===== src/rtl/tics_pkg.sv =====
// Shared types, constants and codes for the table interpolation core.
`default_nettype none
package tics_pkg;
  localparam int TableDepthDef = 256;
  localparam logic [30:0] MeshHeightRst = 31'd512000;
  localparam logic [8:0] PointCountRst = 9'd2;
  localparam logic signed [31:0] NoSegValue = -32'sd6144;

  typedef enum logic {
    REQ_LOAD  = 1'b0,
    REQ_QUERY = 1'b1
  } req_t;

  typedef enum logic {
    CFG_MESH_HEIGHT = 1'b0,
    CFG_POINT_COUNT = 1'b1
  } cfg_idx_t;

  typedef enum logic [3:0] {
    ST_IDLE,
    ST_LOAD,
    ST_RD_LAST,
    ST_RD_FIRST,
    ST_SCAN,
    ST_SCAN_CHK,
    ST_RD_SEG,
    ST_DIV_BED,
    ST_DIV_SURF,
    ST_MUL,
    ST_DIV_BLEND,
    ST_FINISH,
    ST_OUT
  } state_t;

  // controller -> datapath
  typedef struct packed {
    logic capture;
    logic load_wr;
    logic rd_last;
    logic rd_first;
    logic rd_scan;
    logic scan_step;
    logic rd_seg;
    logic div_start;
    logic [1:0] div_sel;
    logic do_mul;
    logic finish;
    logic set_clamp;
    logic set_noseg;
    logic out_load;
  } ctl_t;

  // datapath -> controller
  typedef struct packed {
    logic div_done;
    logic above_last;
    logic below_first;
    logic one_point;
    logic bracket;
    logic scan_end;
  } sts_t;
endpackage
`default_nettype wire


===== src/rtl/tics_ctrl.sv =====
// Controller: sequences load, table scan, divisions and result handshake.
`default_nettype none
module tics_ctrl (
  input  wire logic           clk,
  input  wire logic           rst_n,
  input  wire logic           in_valid,
  output logic                in_ready,
  input  wire logic           in_req_type,
  output logic                out_valid,
  input  wire logic           out_ready,
  input  wire tics_pkg::sts_t sts,
  output tics_pkg::ctl_t      ctl
);
  import tics_pkg::*;
  state_t st_r, st_nxt;
  logic wait_r, wait_nxt;

  always_comb begin
    st_nxt = st_r;
    wait_nxt = 1'b0;
    unique case (st_r)
      ST_IDLE:
        if (in_valid) st_nxt = (in_req_type == REQ_QUERY) ? ST_RD_LAST : ST_LOAD;
      ST_LOAD: st_nxt = ST_OUT;
      ST_RD_LAST: begin
        wait_nxt = !wait_r;
        if (wait_r) st_nxt = (sts.above_last || sts.one_point) ? ST_MUL : ST_RD_FIRST;
      end
      ST_RD_FIRST: begin
        wait_nxt = !wait_r;
        if (wait_r) st_nxt = sts.below_first ? ST_MUL : ST_SCAN;
      end
      ST_SCAN: begin
        wait_nxt = !wait_r;
        if (wait_r) st_nxt = ST_SCAN_CHK;
      end
      ST_SCAN_CHK: begin
        wait_nxt = !wait_r;
        if (wait_r) begin
          if (sts.bracket) st_nxt = ST_RD_SEG;
          else if (sts.scan_end) st_nxt = ST_MUL;
          else st_nxt = ST_SCAN;
        end
      end
      ST_RD_SEG: st_nxt = ST_DIV_BED;
      ST_DIV_BED: begin
        wait_nxt = 1'b1;
        if (wait_r && sts.div_done) begin
          st_nxt = ST_DIV_SURF;
          wait_nxt = 1'b0;
        end
      end
      ST_DIV_SURF: begin
        wait_nxt = 1'b1;
        if (wait_r && sts.div_done) begin
          st_nxt = ST_MUL;
          wait_nxt = 1'b0;
        end
      end
      ST_MUL: begin
        wait_nxt = !wait_r;
        if (wait_r) st_nxt = ST_DIV_BLEND;
      end
      ST_DIV_BLEND: begin
        wait_nxt = 1'b1;
        if (wait_r && sts.div_done) begin
          st_nxt = ST_FINISH;
          wait_nxt = 1'b0;
        end
      end
      ST_FINISH: st_nxt = ST_OUT;
      ST_OUT: if (out_ready) st_nxt = ST_IDLE;
      default: st_nxt = ST_IDLE;
    endcase
  end

  always_comb begin
    ctl = '0;
    ctl.div_sel = 2'd2;
    in_ready = 1'b0;
    out_valid = 1'b0;
    unique case (st_r)
      ST_IDLE: begin
        in_ready = 1'b1;
        ctl.capture = in_valid;
        ctl.load_wr = in_valid && (in_req_type == REQ_LOAD);
      end
      ST_LOAD: ctl.out_load = 1'b1;
      ST_RD_LAST: begin
        ctl.rd_last = !wait_r;
        ctl.div_sel = 2'd3;
        ctl.set_clamp = wait_r && (sts.above_last || sts.one_point);
      end
      ST_RD_FIRST: begin
        ctl.rd_first = !wait_r;
        ctl.div_sel = 2'd3;
        ctl.set_clamp = wait_r && sts.below_first;
      end
      ST_SCAN: begin
        ctl.div_sel = 2'd3;
        ctl.rd_scan = wait_r;
        ctl.scan_step = wait_r;
      end
      ST_SCAN_CHK: begin
        ctl.div_sel = 2'd3;
        ctl.set_noseg = wait_r && !sts.bracket && sts.scan_end;
      end
      ST_RD_SEG: begin
        ctl.rd_seg = 1'b1;
        ctl.div_sel = 2'd3;
      end
      ST_DIV_BED: begin
        ctl.div_sel = 2'd0;
        ctl.div_start = !wait_r;
      end
      ST_DIV_SURF: begin
        ctl.div_sel = 2'd1;
        ctl.div_start = !wait_r;
      end
      ST_MUL: begin
        ctl.do_mul = wait_r;
        ctl.div_sel = wait_r ? 2'd3 : 2'd2;
      end
      ST_DIV_BLEND: begin
        ctl.div_sel = 2'd2;
        ctl.div_start = !wait_r;
        ctl.do_mul = 1'b0;
      end
      ST_FINISH: begin
        ctl.div_sel = 2'd3;
        ctl.finish = 1'b1;
      end
      ST_OUT: begin
        ctl.div_sel = 2'd3;
        out_valid = 1'b1;
      end
      default: ctl = '0;
    endcase
  end

  always_ff @(posedge clk) begin
    if (!rst_n) begin
      st_r <= ST_IDLE;
      wait_r <= 1'b0;
    end else begin
      st_r <= st_nxt;
      wait_r <= wait_nxt;
    end
  end

  a_one_side: assert property (@(posedge clk) disable iff (!rst_n)
    !(in_ready && out_valid)) else $error("ready and valid together");
  a_out_hold: assert property (@(posedge clk) disable iff (!rst_n)
    out_valid && !out_ready |=> out_valid) else $error("result dropped");
  a_accept_leaves_idle: assert property (@(posedge clk) disable iff (!rst_n)
    in_valid && in_ready |=> !in_ready) else $error("accepted twice");
endmodule
`default_nettype wire


===== config.mk =====
export PLATFORM = sky130hd
export DESIGN_NAME = tics_ctrl
export DESIGN_NICKNAME = d
export VERILOG_FILES = /design/src/rtl/tics_pkg.sv /design/src/rtl/tics_ctrl.sv
export SDC_FILE = /design/constraint.sdc
export NUM_CORES = 1
export LEC_CHECK = 0
export BUFFER_PORTS_ARGS = -buffer_cell sky130_fd_sc_hd__buf_2
export CORE_MARGIN = 2
export CORE_UTILIZATION = 40
export DETAILED_ROUTE_END_ITERATION = 16
export GPL_ROUTABILITY_DRIVEN = 1
export MAX_ROUTING_LAYER = met4
export PLACE_DENSITY_LB_ADDON = 0.08
export SLEW_MARGIN = 20
export SYNTH_ARGS = -nofsm -noshare
export SYNTH_HDL_FRONTEND = slang
export SYNTH_SLANG_ARGS = --single-unit

===== constraint.sdc =====
create_clock -name clk -period 4 [get_ports clk]
set_input_delay 0.2 -clock clk [delete_from_list [all_inputs] [get_ports clk]]
set_output_delay 0.2 -clock clk [all_outputs]
set_load 0.01 [all_outputs]

# Word-level counts from Yosys, hierarchy flattened
# Cells that the tools add are included.
[word_totals]
n_memories = 0
wordCells = 74
ff_bits = 5
latchBits = 0
ramBits = 0
input_bits = 11
out_inout_bits = 17
mem_bits_ro = 0
[classes]
shift = 0
n_reduce_logical = 16
addsub = 0
eq_ne = 22
magnitude_cmp = 0
n_mux = 33
n_div = 0
bitwise_logic = 1
multipliers = 0
[op_table]
columns = ["op", "n"]
rows = [
  ["4-bit 2-to-1 mux", 14],
  ["4-bit one-hot mux with 12 select lines", 1],
  ["4-bit == test, second input constant", 5],
  ["2-bit inequality test, second input constant", 10],
  ["4-bit by 3-bit == test with 1-bit output, second input constant", 4],
  ["1-bit 2-to-1 mux", 12],
  ["10-bit AND reduction", 1],
  ["4-bit by 2-bit == test with 1-bit output, second input constant", 2],
  ["2-bit one-hot mux with 4 select lines", 1],
  ["7-bit OR reduction", 1],
  ["1-bit logical AND", 6],
  ["2-bit 2-to-1 mux", 3],
  ["3-bit OR reduction", 2],
  ["5-bit OR reduction", 1],
  ["4-bit by 1-bit == test with 1-bit output, second input constant", 1],
  ["4-bit zero test", 1],
  ["1-bit one-hot mux with 2 select lines", 2],
  ["1-bit zero test", 2],
  ["2-bit OR reduction", 1],
  ["1-bit logical OR", 1],
  ["1-bit NOT", 1],
]

# Depth between registers and ports, before layout
# Gate-level depths: netlist of the first run.
[depth]
word_depth = 4
mapped_depth = 7

# Least setup slack after synthesis of the first run
# No wires, ideal clock.
[synth_timing]
path_type = "register -> output"
start = "register st_r[2]"
end = "output ctl[13] in the netlist's numbering"
slack_ns = 2.321
t_required_ns = 3.800
arrival_time_ns = 1.479
path_stages_with_launch = 6
path_cell_list = "dfxtp_1 -> buf_4 -> buf_2 -> nor4_1 -> and2_1 -> nor2b_1"
[synth_lines]
columns = ["element", "line_no", "text"]
rows = [
  ["start: declaration", "tics_ctrl.sv:15", "state_t st_r, st_nxt;"],
  ["start signal: assignment", "tics_ctrl.sv:146", "st_r <= st_nxt;"],
  ["end: declaration", "tics_ctrl.sv:12", "output tics_pkg::ctl_t ctl"],
]

==> results of run 1 <==
placed cells by master, fill, tap and decap left out, types with 3 or more instances in the layout:
cell	count
buf_2	27
nor2_1	15
nand2_1	7
inv_1	5
o21ai_0	5
dfxtp_1	5
a21oi_1	4
nor3_1	4
nor4_1	3
nand2b_1	3
nand4_1	3
clkbuf_4	3
worst max-delay path by stage:
stage,start,endpoint,slack [ps],cells past startpoint
5_1_grt,st_r[3],ctl[7],1640,6
2_1_floorplan,st_r[2],ctl[13],2320,5
3_3_place_gp,st_r[2],st_r[2],1920,5
4_1_cts,st_r[2],st_r[2],1850,5
3_5_place_dp,st_r[2],st_r[2],1850,5
6_report,st_r[3],ctl[7],1840,6
power by group through the flow:
stage	Sequential [W]	Clock (W)	Combinational (W)
after global routing	0.000184	0.0000703	0.000410
after global placement	0.000172	0	0.000363
after floorplan	0.0000786	0	0.000387
final	0.000174	0.0000607	0.000370
after detailed placement	0.000172	0	0.000370
after CTS	0.000171	0.0000630	0.000371
kinds of logic (layout without fill, tap and decap cells):
family	count (synthesis)	after routing	synth area share (%)
compound gates	22	22	25.09
xor+xnor	2	2	2.622
buf+inv	16	36	12.36
flops	5	5	14.98
mux	1	1	1.498
simple gates	51	51	43.45
area by class of cell:
cell class	count	area share, %
multi-input cells	76	61.78
inverters	5	2.389
well taps	16	2.548
clock buffers	4	3.344
flip-flops and latches	5	12.74
repair buffers	27	17.20
cells in the mapped netlist (3+ instances only):
cell      number
o21ai_0        5
buf_2          3
nand2b_1       3
a21oi_1        4
nor4_1         3
inv_1          5
clkbuf_1       3
nor3_1         4
nand2_1        7
nor2_1        15
buf_4          5
dfxtp_1        5
nand4_1        3
stage by stage:
stage	cell area (um2)	hold WS, ps	total power, W	std cells
after floorplan	668.1	333.4	0.0004653	97
after global routing	785.8	214.4	0.0006641	133
after detailed placement	759.5	483.5	0.0005420	129
after global placement	759.5	481.0	0.0005348	129
after CTS	785.8	224.8	0.0006048	133
final	785.8	230.0	0.0006041	133
flip-flops by register name (all words and copies together), names as in the netlist:
register and flops:
st_r 4, wait_r 1
worst max-delay path: stages, from the launching register on:
cell and delay [ps]:
dfxtp_1 820, inv_1 240, nand2_1 260, nor2_1 80
a21oi_1 120, nor2_1 50, buf_2 150
layer usage:
layer / routed length [um] / vias up
li1: - / 389
met5: 0 / -
met4: 0 / 0
met2: 810 / 25
met3: 129 / 0
met1: 855 / 346
==> results.json, run 1 <==
{
  "outcome": "finished, final reports clean",
  "htreeDepth": 1,
  "timing.final.ws_setup_ps": 1843,
  "syn_nets": 108,
  "post_cts_buffers": 0,
  "synth-async-reset-ratio_pct": 0,
  "drive_above_1_share_pct": 30.77,
  "syn_inst": 97,
  "cp_max_fo": 22,
  "final_antenna_net_count": 0,
  "drc": 0,
  "portBuffers": 27,
  "r2r_cells": 5,
  "gp_congestion": 0.7522,
  "p_comb_share_pct": 61.2,
  "diodes": 0,
  "routedWlPerCell_um": 13.50,
  "die_w_um": 44.87,
  "grt_pass1_wl_um": 2980,
  "rows": 14,
  "grt_max_degree": 26,
  "fill_cells": 169,
  "fin_worst_skew_ps": 5.636,
  "cp-end-kind": "output port",
  "path_clk_slew_ps": 40,
  "synth_top_area_cell": "dfxtp_1",
  "synth_edf_count": 0,
  "cts_tree": "yes",
  "whs_endpoint": "st_r[1]",
  "fp.dieH_um": 44.87,
  "dieArea_mm2": 0.002013,
  "grt_pass1_vias": 654,
  "ys.flop_type": "dfxtp_1",
  "use_met2_pct": 31.01,
  "finish.utilization_pct": 50.97,
  "busiest_layer": "met2",
  "drtPass1Iterations": 4,
  "synthesis.area_um2": 668.1,
  "hold_depth": 2,
  "ys_ff_latch": 5,
  "worstMarginPinSlew_ps": 790.6,
  "leakagePower_nw": 0.3707,
  "slew_headroom_pct": 47.22,
  "maxSlewViolCount": 0,
  "fin_tns_setup_ps": 0,
  "start_util_pct": 43.34,
  "power.density_mw_per_mm2": 768.8,
  "fin_crit_ps": 2157,
  "hold_buffers": 0,
  "grt_overflow": 0,
  "critical_path_class": "reg2out",
  "rsz0062_at_grt": "no",
  "drt_wl_total_um": 1795,
  "cp.required_ps": 3800,
  "startpoint_type": "register",
  "multi_input_area_um2": 485.5,
  "yosys-top-cells-area": "dfxtp_1, nor2_1, buf_4",
  "clkPwrFrac_pct": 10.1,
  "grt_use_met3_pct": 7.600,
  "cts_inserted_buffers": 3,
  "switching_power_w": 0.0003154,
  "r2r_slack_ps": 1840,
  "areaGrowthSynthToFinish_pct": 17.60,
  "r2r_start": "st_r[2]",
  "synth.distinct_cells": 39,
  "min-delay-start": "rst_n",
  "antenna_found_initial": 0,
  "seqPwrFrac_pct": 28.8,
  "hp-class": "in2reg",
  "seqCellArea_um2": 100.1,
  "cts_sinks": 5,
  "clk_latency_ps": 250,
  "core_area_mm2": 0.001541,
  "via_per_inst": 5.714,
  "clockBufferDepth": 2,
  "internal_power_w": 0.0002887,
  "post-route-period-util_pct": 53.93,
  "yosysSeqAreaShare_pct": 14.98,
  "drv_cap": 0,
  "final_nets": 129,
  "grt_use_total_pct": 20.58,
  "preCtsSetupSlack_ps": 1846,
  "max_clock_freq_mhz": 463.6,
  "critPathArrivalTime_ps": 1960,
  "dr.first_iter.drc_count": 17,
  "io_pins": 28,
  "dp_hpwl_um": 1282,
  "vias": 760,
  "synth.avg_cell_area_um2": 6.888,
  "synth_warnings": 0,
  "yosys.area.top_type_share_pct": 14.98,
  "ir_drop_mv": 0.3426,
  "final-setup-viol-count": 0,
  "post_cts_resized": 0,
  "grtUsageMet1_pct": 26.76,
  "p_sw_share_pct": 52.21,
  "r2r-end": "st_r[2]",
  "finalHoldViolCount": 0,
  "cts-root-buf": "clkbuf_4"
}
Note: power is estimated with default switching activity, not from simulation.
==> inputs of run 2 (changes only) <==
Clock period 4 ns to 2.3 ns, I/O delays scaled along.
==> results.json, run 2 (synthesis gave the netlist of run 1 again) <==
{
  "grt_pass1_vias": 655,
  "finalHoldViolCount": 0,
  "clockBufferDepth": 2,
  "fin_worst_skew_ps": 13.21,
  "r2r_slack_ps": 370,
  "post_cts_resized": 0,
  "ir_drop_mv": 0.8213,
  "htreeDepth": 1,
  "grt_overflow": 0,
  "portBuffers": 27,
  "areaGrowthSynthToFinish_pct": 19.85,
  "fin_crit_ps": 1926,
  "busiest_layer": "met2",
  "cts_inserted_buffers": 3,
  "reg.largest.list": "st_r (4), wait_r (1)",
  "die_w_um": 44.87,
  "use_met2_pct": 31.59,
  "dp_cells": 131,
  "outcome": "finished, final reports clean",
  "leakagePower_nw": 0.3813,
  "top_register": "st_r",
  "r2r_cells": 5,
  "io_pins": 28,
  "path_clk_slew_ps": 40,
  "grt_max_degree": 21,
  "grt_use_total_pct": 19.39,
  "dr.first_iter.drc_count": 14,
  "grtUsageMet1_pct": 25.30,
  "final_nets": 131,
  "cts-root-buf": "clkbuf_4",
  "critPathArrivalTime_ps": 2050,
  "rsz0062_at_grt": "no",
  "gp_congestion": 0.7775,
  "fin_tns_setup_ps": 0,
  "rows": 14,
  "fp.dieH_um": 44.87,
  "slew_headroom_pct": 58.80,
  "drt_wl_total_um": 1729,
  "max_clock_freq_mhz": 519.3,
  "grt_pass1_wl_um": 2870,
  "cts_sinks": 5,
  "final_antenna_net_count": 0,
  "startpoint": "st_r[1]",
  "dp_hpwl_um": 1317,
  "start_util_pct": 43.34,
  "min-delay-start": "rst_n",
  "drv_cap": 0,
  "hold_buffers": 0,
  "antenna_found_initial": 0,
  "startpoint_type": "register",
  "diodes": 0,
  "cp.required_ps": 2420,
  "via_per_inst": 5.607,
  "power.density_mw_per_mm2": 1323,
  "cp-endpoint": "st_r[2]",
  "routedWlPerCell_um": 12.81,
  "r2r_start": "st_r[1]",
  "largest_reg_flops": 4,
  "layout_common_cells": "buf_2, nor2_1, nand2_1",
  "maxSlewViolCount": 0,
  "core_area_mm2": 0.001541,
  "drive_above_1_share_pct": 31.93,
  "cp_max_fo": 20,
  "vias": 757,
  "worstMarginPinSlew_ps": 617.2,
  "clk_latency_ps": 250,
  "drc": 0,
  "hp-class": "in2reg",
  "mostFrequentLayoutCell": "buf_2",
  "stdcell_count": 135,
  "dieArea_mm2": 0.002013,
  "cp-end-kind": "register",
  "r2r-end": "st_r[2]",
  "final-setup-viol-count": 0,
  "critical_path_class": "reg2reg",
  "post_cts_buffers": 0,
  "grt_use_met3_pct": 4.800,
  "drtPass1Iterations": 4,
  "post-route-period-util_pct": 83.73,
  "cts_tree": "yes"
}
run 2: changes by cell type in the layout (fill, tap and decap cells not counted), sizes merged:
cell / previous run / this run
buf: 27 / 29
run 2: layer usage:
layer | routed length [um] | vias to the layer above | part of all wire, %
met5 | 0 | - | 0
met4 | 0 | 0 | 0
met3 | 110 | 0 | 6.4
met2 | 794 | 25 | 46
met1 | 824 | 339 | 48
li1 | - | 393 | -
run 2: worst min path at each step:
stage	to	slack, ps	depth (start not counted)
after floorplan	st_r[1]	250	1
after global placement	st_r[1]	400	2
after detailed placement	st_r[1]	390	2
after CTS	st_r[1]	140	2
after global routing	st_r[1]	150	2
final	st_r[1]	150	2
run 2: area by class of cell:
type / count / area, um2
clock buffer: 4 / 26.28
fill: 169 / 740.7
inverter: 5 / 18.77
multi-input combinational: 76 / 485.5
sequential: 5 / 100.1
tap: 16 / 20.02
timing repair buffer: 29 / 150.1
run 2: stage by stage:
stage | setup slack (ps) | power, W | util [%] | instance area (um2) | hold slack [ps]
after CTS | 367.2 | 0.001068 | 51.95 | 800.8 | 143.5
after detailed placement | 391.2 | 0.0009541 | 50.24 | 774.5 | 393.1
after floorplan | 705.9 | 0.0008092 | - | 668.1 | 248.4
after global routing | 154.0 | 0.001162 | 51.95 | 800.8 | 151.6
after global placement | 427.9 | 0.0009506 | 50.24 | 774.5 | 399.8
final | 374.3 | 0.001060 | 51.95 | 800.8 | 152.9
run 2: worst max-delay path, stage by stage (launching register included):
cell,delay (ps)
dfxtp_1,710
or2_2,220
o32ai_2,100
nor4b_4,430
o21ai_2,90
a32o_1,260
run 2: report_power, final:
part / internal, W / switching (W) / leakage [nW] / total (W)
Sequential: 0.000125 / 0.000119 / 0.0414 / 0.000244
Clock: 0.0000657 / 0.0000379 / 0.0150 / 0.000104
Combinational: 0.000326 / 0.000386 / 0.325 / 0.000712
==> inputs of run 3 (changes only) <==
Clock period 2.3 ns to 1.8 ns, I/O delays scaled along.
==> results.json, run 3 (synthesis gave the netlist of run 1 again) <==
{
  "outcome": "finished, final reports clean",
  "hp-class": "in2reg",
  "hold_depth": 2,
  "dp_cells": 140,
  "diodes": 0,
  "fin_tns_setup_ps": 0,
  "clockBufferDepth": 2,
  "cts_sinks": 5,
  "cp.required_ps": 1710,
  "power.density_mw_per_mm2": 1732,
  "maxSlewViolCount": 0,
  "grt_use_total_pct": 20.41,
  "mostFrequentLayoutCell": "buf_2",
  "critical_path_class": "reg2out",
  "grt_max_degree": 14,
  "antenna_found_initial": 0,
  "fin_crit_ps": 1653,
  "min-delay-start": "rst_n",
  "r2r-end": "st_r[2]",
  "post-route-period-util_pct": 91.86,
  "vias": 802,
  "final-setup-viol-count": 0,
  "whs_endpoint": "st_r[1]",
  "stdcell_count": 145,
  "hold_buffers": 0,
  "crit_chain": "buf_4 -> nand2_1 -> nor4b_1 -> buf_2",
  "cts_inserted_buffers": 3,
  "p_total_w": 0.001519,
  "fin_worst_skew_ps": 8.204,
  "cp-end-kind": "output port",
  "startpoint_type": "register",
  "ir_drop_mv": 1.068,
  "crit_family": "simple AND/OR/NAND/NOR gates",
  "areaGrowthSynthToFinish_pct": 31.27,
  "layout_common_cells": "buf_2, nor2_1, buf_4",
  "reg.largest.list": "st_r (4), wait_r (1)",
  "drv_cap": 0,
  "cpMaxStageDelayCell": "dfxtp_1",
  "drc": 0,
  "drt_wl_total_um": 1807,
  "drive_above_1_share_pct": 37.98,
  "cts_tree": "yes",
  "placedInstanceArea_um2": 842.1,
  "die_w_um": 44.87,
  "final_nets": 141,
  "critPathArrivalTime_ps": 1560,
  "routedWlPerCell_um": 12.46,
  "htreeDepth": 1,
  "clk_latency_ps": 240,
  "r2r_slack_ps": 190,
  "drtPass1Iterations": 4,
  "r2r_cells": 6,
  "leakagePower_nw": 0.4311,
  "start_util_pct": 43.34,
  "final_antenna_net_count": 0,
  "dieArea_mm2": 0.002013,
  "io_pins": 28,
  "grt_pass1_vias": 666,
  "rsz0062_at_grt": "no",
  "cp_max_fo": 13,
  "finalHoldViolCount": 0,
  "grt_pass1_wl_um": 2987,
  "portBuffers": 27,
  "slew_headroom_pct": 76.55,
  "worstMarginPinSlew_ps": 351.7,
  "dr.first_iter.drc_count": 14,
  "r2r_start": "st_r[1]",
  "core_area_mm2": 0.001541,
  "rows": 14,
  "fp.dieH_um": 44.87,
  "via_per_inst": 5.531,
  "path_clk_slew_ps": 40,
  "cts-root-buf": "clkbuf_4",
  "largest_reg_flops": 4,
  "fin_area_um2": 877.1,
  "timing.critical_path.buf_inv": 2,
  "max_clock_freq_mhz": 604.8,
  "max_stage_delay_ps": 440,
  "grt_overflow": 0,
  "gp_congestion": 0.8569,
  "dp_hpwl_um": 1410,
  "top_register": "st_r"
}
run 3: cell types whose count changed in the layout (fill, tap and decap cells not counted):
| cell | before | now |
|---|---|---|
| dfxtp_2 | 0 | 1 |
| dfxtp_1 | 5 | 4 |
| buf_4 | 2 | 12 |
run 3: power by group:
group	total (W)	internal (W)	leakage, nW	switching, W
Sequential	0.000245	0.000162	0.0416	0.0000833
Clock	0.000129	0.0000838	0.0150	0.0000453
Combinational	0.00114	0.000550	0.374	0.000595
Total	0.00152	0.000795	0.431	0.000724
run 3: cell type report:
type / count / area [um2]
clock buffer: 4 / 26.28
fill: 168 / 664.4
inverter: 5 / 18.77
multi-input combinational: 76 / 485.5
sequential: 5 / 101.3
tap: 16 / 20.02
timing repair buffer: 39 / 225.2
run 3: through the flow:
step / setup slack [ps] / utilization, % / hold WS (ps)
after floorplan: 230.9 / - / 223.4
after global placement: 172.4 / 54.63 / 375.7
after detailed placement: 133.5 / 54.63 / 371.9
after CTS: 105.1 / 56.33 / 120.2
after global routing: 50.32 / 56.90 / 124.7
final: 146.6 / 56.90 / 126.8
run 3: metal layers:
metal | vias up | wire, um | GRT usage [%]
met5 | - | 0 | -
met4 | 0 | 0 | 1.765
met3 | 0 | 95 | 4.800
met2 | 21 | 840 | 32.46
met1 | 369 | 871 | 27.49
li1 | 412 | - | -
run 3: worst max-delay path by stage:
stage | depth (start not counted) | slack, ps | endpoint | start
after detailed placement | 5 | 130 | st_r[2] | st_r[0]
after floorplan | 5 | 230 | ctl[13] | st_r[2]
after global routing | 4 | 50 | ctl[1] | st_r[2]
after CTS | 5 | 110 | st_r[2] | st_r[0]
final | 4 | 150 | ctl[1] | st_r[2]
after global placement | 5 | 170 | st_r[2] | st_r[0]
run 3: timing repair:
| item | 4_1_cts | 5_1_grt |
|---|---|---|
| setup buffers | 0 | 1 |
| hold endpoints to repair | 0 | 0 |
| gates resized for setup | 0 | 1 |
| endpoints found under the setup margin | 0 | 2 |
